`config.mk`:
```
export PLATFORM = sky130hd
export DESIGN_NAME = lobm_ram
export DESIGN_NICKNAME = d
export VERILOG_FILES = /design/src/design/lobm_ram.sv
export SDC_FILE = /design/constraint.sdc
export NUM_CORES = 1
export LEC_CHECK = 0
export BUFFER_PORTS_ARGS = -buffer_cell sky130_fd_sc_hd__buf_2
export CORE_ASPECT_RATIO = 1.1
export CORE_UTILIZATION = 25
export CTS_CLUSTER_DIAMETER = 120
export DETAILED_ROUTE_END_ITERATION = 6
export PLACE_DENSITY = 0.44
export SLEW_MARGIN = 10
export SYNTH_ARGS = -nofsm -noshare
export SYNTH_HDL_FRONTEND = slang
export SYNTH_SLANG_ARGS = --single-unit
```
`constraint.sdc`:
```
create_clock -name clk -period 6.3 [get_ports clk]
set_input_delay 0.63 -clock clk [delete_from_list [all_inputs] [get_ports clk]]
set_output_delay 0.63 -clock clk [all_outputs]
set_load 0.005 [all_outputs]
```
`src/design/lobm_ram.sv`:
```
// ============================================================================
// Generic RAM
// One write port and one read port, read data registered.
// ============================================================================
module lobm_ram #(
  parameter int WIDTH  = 8,
  parameter int DEPTH  = 64,
  parameter int ADDR_W = $clog2(DEPTH)
) (
  input  logic              clk,
  input  logic              we,
  input  logic [ADDR_W-1:0] waddr,
  input  logic [WIDTH-1:0]  wdata,
  input  logic              re,
  input  logic [ADDR_W-1:0] raddr,
  output logic [WIDTH-1:0]  rdata
);

  logic [WIDTH-1:0] mem [DEPTH];

  always_ff @(posedge clk) begin
    if (we) begin
      mem[waddr] <= wdata;
    end
    if (re) begin
      rdata <= mem[raddr];
    end
  end

endmodule

```
==> results.toml, run 1 <==
[status]
status = "finished clean"

[clocking]
h-tree-depth = 2
cts_setup_buffers = 0
clk_latency_ps = 590
post_cts_resized = 0
cts_buffers = 51
cts.sinks = 520
path_clk_slew_ps = 60
max-clock-path-buffers = 3
cts_tree = "done"
postCtsHoldBufs = 0
root_buffer = "clkbuf_16"

[global_route]
grtUsageMet2_pct = 20.1
overflow = 0
antenna_found_initial = 2
grt_pass1_wl_mm = 72.7
grtUsageMet3_pct = 2.19
use_met1_pct = 16.6
grt-busiest-layer = "met2"
grt_use_total_pct = 12.3
first_global_vias = 9899
grt_start_max_net_pins = 65

[placed_design]
dp_hpwl_mm = 30.4
place_congestion = 0.744
io_buffers = 30
dp_slack_ps = 2470
detailed_place.area_um2 = 21600

[worst_hold_path]
whs_path_depth = 1
hold_path.class = "in2reg"
min_to = "rdata[1]$_DFFE_PP_"
hold_path.startpoint = "re"

[critical_path]
path_depth = 6
path_delay_family = "buffers and inverters"
cp-start-kind = "input pin"
path_max_fanout = 62
r2r-start = "mem[21][4]$_DFFE_PP_"
endpoint_kind = "flip-flop"
path_class = "in2reg"
ff2ff_setup_slack_ps = 4070
cpMaxStageDelayCell = "a2111oi_0"
path_buf_inv = 2
worstPathRequired_ps = 6610
critical-path-max-stage-delay_ps = 790
rr_endpoint = "rdata[4]$_DFFE_PP_"
r2r_cells = 5
crit_path_cell_trace = "clkbuf_8 -> buf_12 -> mux4_2 -> nor2b_1 -> a2111oi_0 -> o41ai_1"
worstPathArrival_ps = 3380

[synthesis]
synth_cell_types = 39
synth-edff-count = 520
async_reset_ff_share_pct = 0
synth.top_cells.by_area = "edfxtp_1 77%, mux4_2 14%, nor2_1 1.5%"
yosysSeqAreaShare_pct = 77.1
syn_nets = 963
syn-instance-count = 940
synth_flop_cell = "edfxtp_1"
synth_top_area_share_pct = 77.1
syn_area_um2 = 20200
synthTopCellsByCount = "520 x edfxtp_1, 126 x mux4_2, 83 x nor2_1"
synth_top_cell_by_area = "edfxtp_1"
yosysMostFrequentCell = "edfxtp_1"
syn_avg_cell_area_um2 = 21.5
yosys_warnings = 0
synth.ff_latch_count = 520

[detailed_routing]
drc = 0
wirelength_mm = 50.2
avgViaCountPerCell = 4.52
drt_iter0_markers = 698
ant_nets = 0
num_vias = 9413
wl_per_cell_um = 24.1
dr.pass1.iters = 5

[floorplan]
die_y_um = 300
die_area_um2 = 82100
die_w_um = 273
initial_core_util_pct = 25.2
pin_count = 31
coreArea_um2 = 80300
rows = 109

[sta]
hold_viol_final = 0
max_freq_mhz = 327
setup_viol = 0
fin_ws_ps = 3240
finalCritPeriodShare_pct = 48.6
tightest_slew_ps = 1090
skew_ps = 11.5
finalMaxSlewViolations = 0
tns_ps = 0
min_period_ps = 3060
slew_headroom_pct = 26.9
rsz0062_at_grt = "false"

[run]
drv_cap = 0

[final_layout]
final_area_um2 = 23200
diodes = 0
synthToLayoutAreaGrowth_pct = 14.7
seq_area_um2 = 15600
final_layout_size_suffix_gt1_share_pct = 25.4
nets = 1013
fillers = 7810
fin_util_pct = 28.9
multi_input_area_um2 = 4320

[power]
total_power_mw = 7.25
power_density_nw_per_um2 = 312
vdd_drop_max_mv = 0.191
leakage_nw = 7.00
-- flip-flops by register name (all words and copies together), names as in the netlist --
signal  flops
rdata       8
mem       512
-- per-stage QoR --
step                cells  hold WS (ps)
global placement     1991           903
global route         2082           403
floorplan             940           729
finish               2082           451
CTS                  2082           396
detailed placement   1991           943
-- worst max path at each step --
| stage | start | end | slack (ps) |
|---|---|---|---|
| 6_report | raddr[0] | rdata[5]$_DFFE_PP_ | 3240 |
| 5_1_grt | raddr[0] | rdata[5]$_DFFE_PP_ | 3000 |
| 4_1_cts | raddr[0] | rdata[3]$_DFFE_PP_ | 3100 |
| 3_5_place_dp | raddr[0] | rdata[3]$_DFFE_PP_ | 2470 |
| 3_3_place_gp | raddr[0] | rdata[3]$_DFFE_PP_ | 2460 |
| 2_1_floorplan | raddr[1] | rdata[3]$_DFFE_PP_ | 3860 |
-- layout by cell type (no fill, tap or decap), types with 3 or more instances in the layout --
master / instances
nor2b_1: 14
clkinv_1: 14
clkbuf_16: 53
nand2_1: 19
o2111ai_1: 3
mux2_2: 13
nor3_1: 7
nand3b_1: 3
o221ai_1: 8
a211oi_1: 4
a22oi_1: 3
mux4_2: 126
nand3_1: 13
o2bb2ai_1: 3
mux2i_1: 23
bufinv_16: 6
buf_2: 27
a21oi_1: 3
o22ai_1: 8
clkbuf_1: 5
clkinv_2: 11
buf_4: 18
a221oi_1: 6
nor2_1: 83
edfxtp_1: 520
nand2b_1: 7
-- metal layers --
layer  wire, um  up-vias
met3       2150       86
li1           -     4030
met4       1450        4
met2      24200      213
met5         23        -
met1      22300     5080
-- cells by family after synthesis --
logic type | share of synthesized area, %
simple gates | 3.37
buf+inv | 1.56
flops | 77.1
compound gates | 2.06
mux | 15.9
-- worst register-to-register path, cell delays in order, from the launching register on --
cell	delay (ps)
edfxtp_1	380
mux4_2	470
mux2_2	290
o221a_2	280
nor3_1	390
o32ai_1	160
-- power breakdown --
| group | switching [mW] | total (mW) | internal, mW |
|---|---|---|---|
| registers | 0.00923 | 3.85 | 3.84 |
| logic | 0.225 | 0.353 | 0.128 |
| clock network | 1.28 | 3.05 | 1.77 |
| total | 1.52 | 7.25 | 5.73 |
-- final cells by class --
cell class              count  share of cell area, %
clock inverters            33                   1.31
multi-input cells         369                   18.6
flip-flops and latches    520                   67.2
well taps                1054                   5.68
clock buffers              58                   5.79
repair buffers             48                   1.40
No activity file was read; power rests on OpenSTA's default activity.
==> inputs of run 2 (changes only) <==
Settings changed: ABC_AREA from default to 1, PLACE_DENSITY 0.44 to 0.45.
Clock period 6.3 ns to 2.5 ns, I/O delays scaled along.
==> run 2 against run 1 <==
Against the previous run: final area increased by 7.8%; critical path depth grew 5; sequential share of layout area decreased by 4.9 points; critical path type unchanged; largest power group unchanged.
==> results.toml, run 2 <==
[clocking]
cts.sinks = 520
root_buffer = "clkbuf_16"
cts_buffers = 54
h-tree-depth = 2
path_clk_slew_ps = 60
max-clock-path-buffers = 3
cts_tree = "done"
clk_latency_ps = 620

[sta]
hold_viol_final = 0
skew_ps = 32.0
finalCritPeriodShare_pct = 62.5
tns_ps = 0
slew_headroom_pct = 28.2
finalMaxSlewViolations = 0
rsz0062_at_grt = "false"
setup_viol = 0
tightest_slew_ps = 1080
max_freq_mhz = 640
min_period_ps = 1560

[synthesis]
synth_flop_cell = "edfxtp_1"
synth_top_area_share_pct = 72.9
syn-instance-count = 1805
yosysMostFrequentCell = "nand2_1"
synth_top_cell_by_area = "edfxtp_1"
synth_cell_types = 15
yosys_warnings = 0
synthAdderAreaFrac_pct = 0
synth_compound_area_share_pct = 0
synth-simple-area-share_pct = 23.1
synth-edff-count = 520
synthTopCellsByCount = "648 x nand2_1, 520 x edfxtp_1, 439 x nand3_1"
yosys-mux-area-fraction_pct = 0
syn_avg_cell_area_um2 = 11.9
synth_xor_area_share_pct = 0
yosysSeqAreaShare_pct = 72.9
synth.ff_latch_count = 520
synth.top_cells.by_area = "edfxtp_1 73%, nand2_1 11%, nand3_1 10%"
syn_nets = 1828
synth_top_family_by_area = "simple AND/OR/NAND/NOR gates"
async_reset_ff_share_pct = 0
syn_area_um2 = 21400

[floorplan]
rows = 112
coreArea_um2 = 84800
die_w_um = 281
die_y_um = 309
initial_core_util_pct = 25.3
pin_count = 31
die_area_um2 = 86900

[placed_design]
io_buffers = 30
dp_hpwl_mm = 36.3
place_congestion = 0.867

[final_layout]
nets = 1910
final_layout_size_suffix_gt1_share_pct = 10.9
largest-register = "mem"
final_cell_mix = "648 x nand2_1, 520 x edfxtp_1, 439 x nand3_1, 84 x buf_4, 56 x nor2_1"
largest_reg_flops = 512
layout_commonest_cell = "nand2_1"
synthToLayoutAreaGrowth_pct = 16.9
largestRegisters = "mem (512), rdata (8)"

[status]
status = "finished clean"

[detailed_routing]
wl_per_cell_um = 19.4
dr.pass1.iters = 5
avgViaCountPerCell = 4.45
ant_nets = 0
num_vias = 13700
drt_iter0_markers = 1096
wirelength_mm = 59.5
drc = 0

[critical_path]
path_class = "in2reg"
cp-start-kind = "input pin"
worstPathArrival_ps = 2060
path_max_fanout = 32
endpoint_kind = "flip-flop"
r2r_cells = 8
worstPathRequired_ps = 2990

[power]
total_power_mw = 18.7
power_density_nw_per_um2 = 747
leakage_nw = 8.88
vdd_drop_max_mv = 0.597

[global_route]
overflow = 0
first_global_vias = 13700
grt_use_total_pct = 13.8
grt_pass1_wl_mm = 89.1
grt_start_max_net_pins = 65
antenna_found_initial = 6

[run]
drv_cap = 0

[worst_hold_path]
whs_path_depth = 3
hold_path.class = "in2reg"
-- run 2: cell types whose count changed after synthesis, moves of 8 or more --
cell      change
buf_2        +26
buf_6        +31
inv_1        +10
mux2_2       -13
mux2i_1      -23
mux4_2      -126
nand2_1     +629
nand3_1     +426
nor2_1       -27
nor2b_1      -14
o221ai_1      -8
o22ai_1       -8
-- run 2: what timing repair did --
| item | in CTS | in global routing |
|---|---|---|
| setup buffers | 0 | 0 |
| setup endpoints to repair | 0 | 0 |
| gates resized for setup | 0 | 0 |
| hold buffers | 1 | 0 |
| hold endpoints to repair | 8 | 0 |
-- run 2: per-layer routing --
| metal | GRT usage (%) | routed length [um] |
|---|---|---|
| met2 | 22.8 | 28300 |
| met3 | 1.96 | 2500 |
| met4 | 3.42 | 1150 |
| met1 | 18.9 | 27500 |
| met5 | 0 | 31 |
-- run 2: cells by family after synthesis --
logic type	after synthesis
simple gates	1160
flops	520
buf+inv	125
-- run 2: area by class of cell --
type	count	area [um2]
clock buffer	68	1430
inverter	12	52.6
clock inverter	32	264
multi-input combinational	1160	4950
timing repair buffer	139	1290
antenna	2	5.00
tap	1140	1430
fill	8759	59800
sequential	520	15600
-- run 2: report_power, final --
part           internal (mW)  switching [mW]  leakage [nW]
clock                   4.43            3.35         0.822
combinational          0.334           0.880          3.37
sequential              9.67          0.0278          4.69
-- run 2: stage by stage --
stage / utilization (%) / area [um2] / hold WS (ps) / setup WS (ps) / instances
6_report: 29.5 / 25000 / 101 / 936 / 3073
5_1_grt: 29.5 / 25000 / 89.0 / 826 / 3071
4_1_cts: 29.5 / 25000 / 56.0 / 935 / 3071
3_5_place_dp: 27.5 / 23300 / 624 / 318 / 2970
3_3_place_gp: 27.5 / 23300 / 619 / 343 / 2970
2_1_floorplan: - / 21400 / 349 / 484 / 1805
-- run 2: path summary, 6_finish.rpt --
path | startpoint | end | slack, ps
setup / recovery | raddr[0] | rdata[4]$_DFFE_PP_ | 940
hold / removal | raddr[5] | rdata[1]$_DFFE_PP_ | 100
hold reg to reg | mem[45][1]$_DFFE_PP_ | rdata[1]$_DFFE_PP_ | 900
setup reg to reg | mem[7][2]$_DFFE_PP_ | rdata[2]$_DFFE_PP_ | 1030
-- run 2: worst max-delay path, cell delays in order --
cell      delay (ps)
clkbuf_8         210
inv_6            310
buf_4            330
nand2_1           80
nand3_1           90
nand3_1          110
nand2_1          190
nand2_1           90
nand3_1          130
nand3_1          140
nand2_1           90
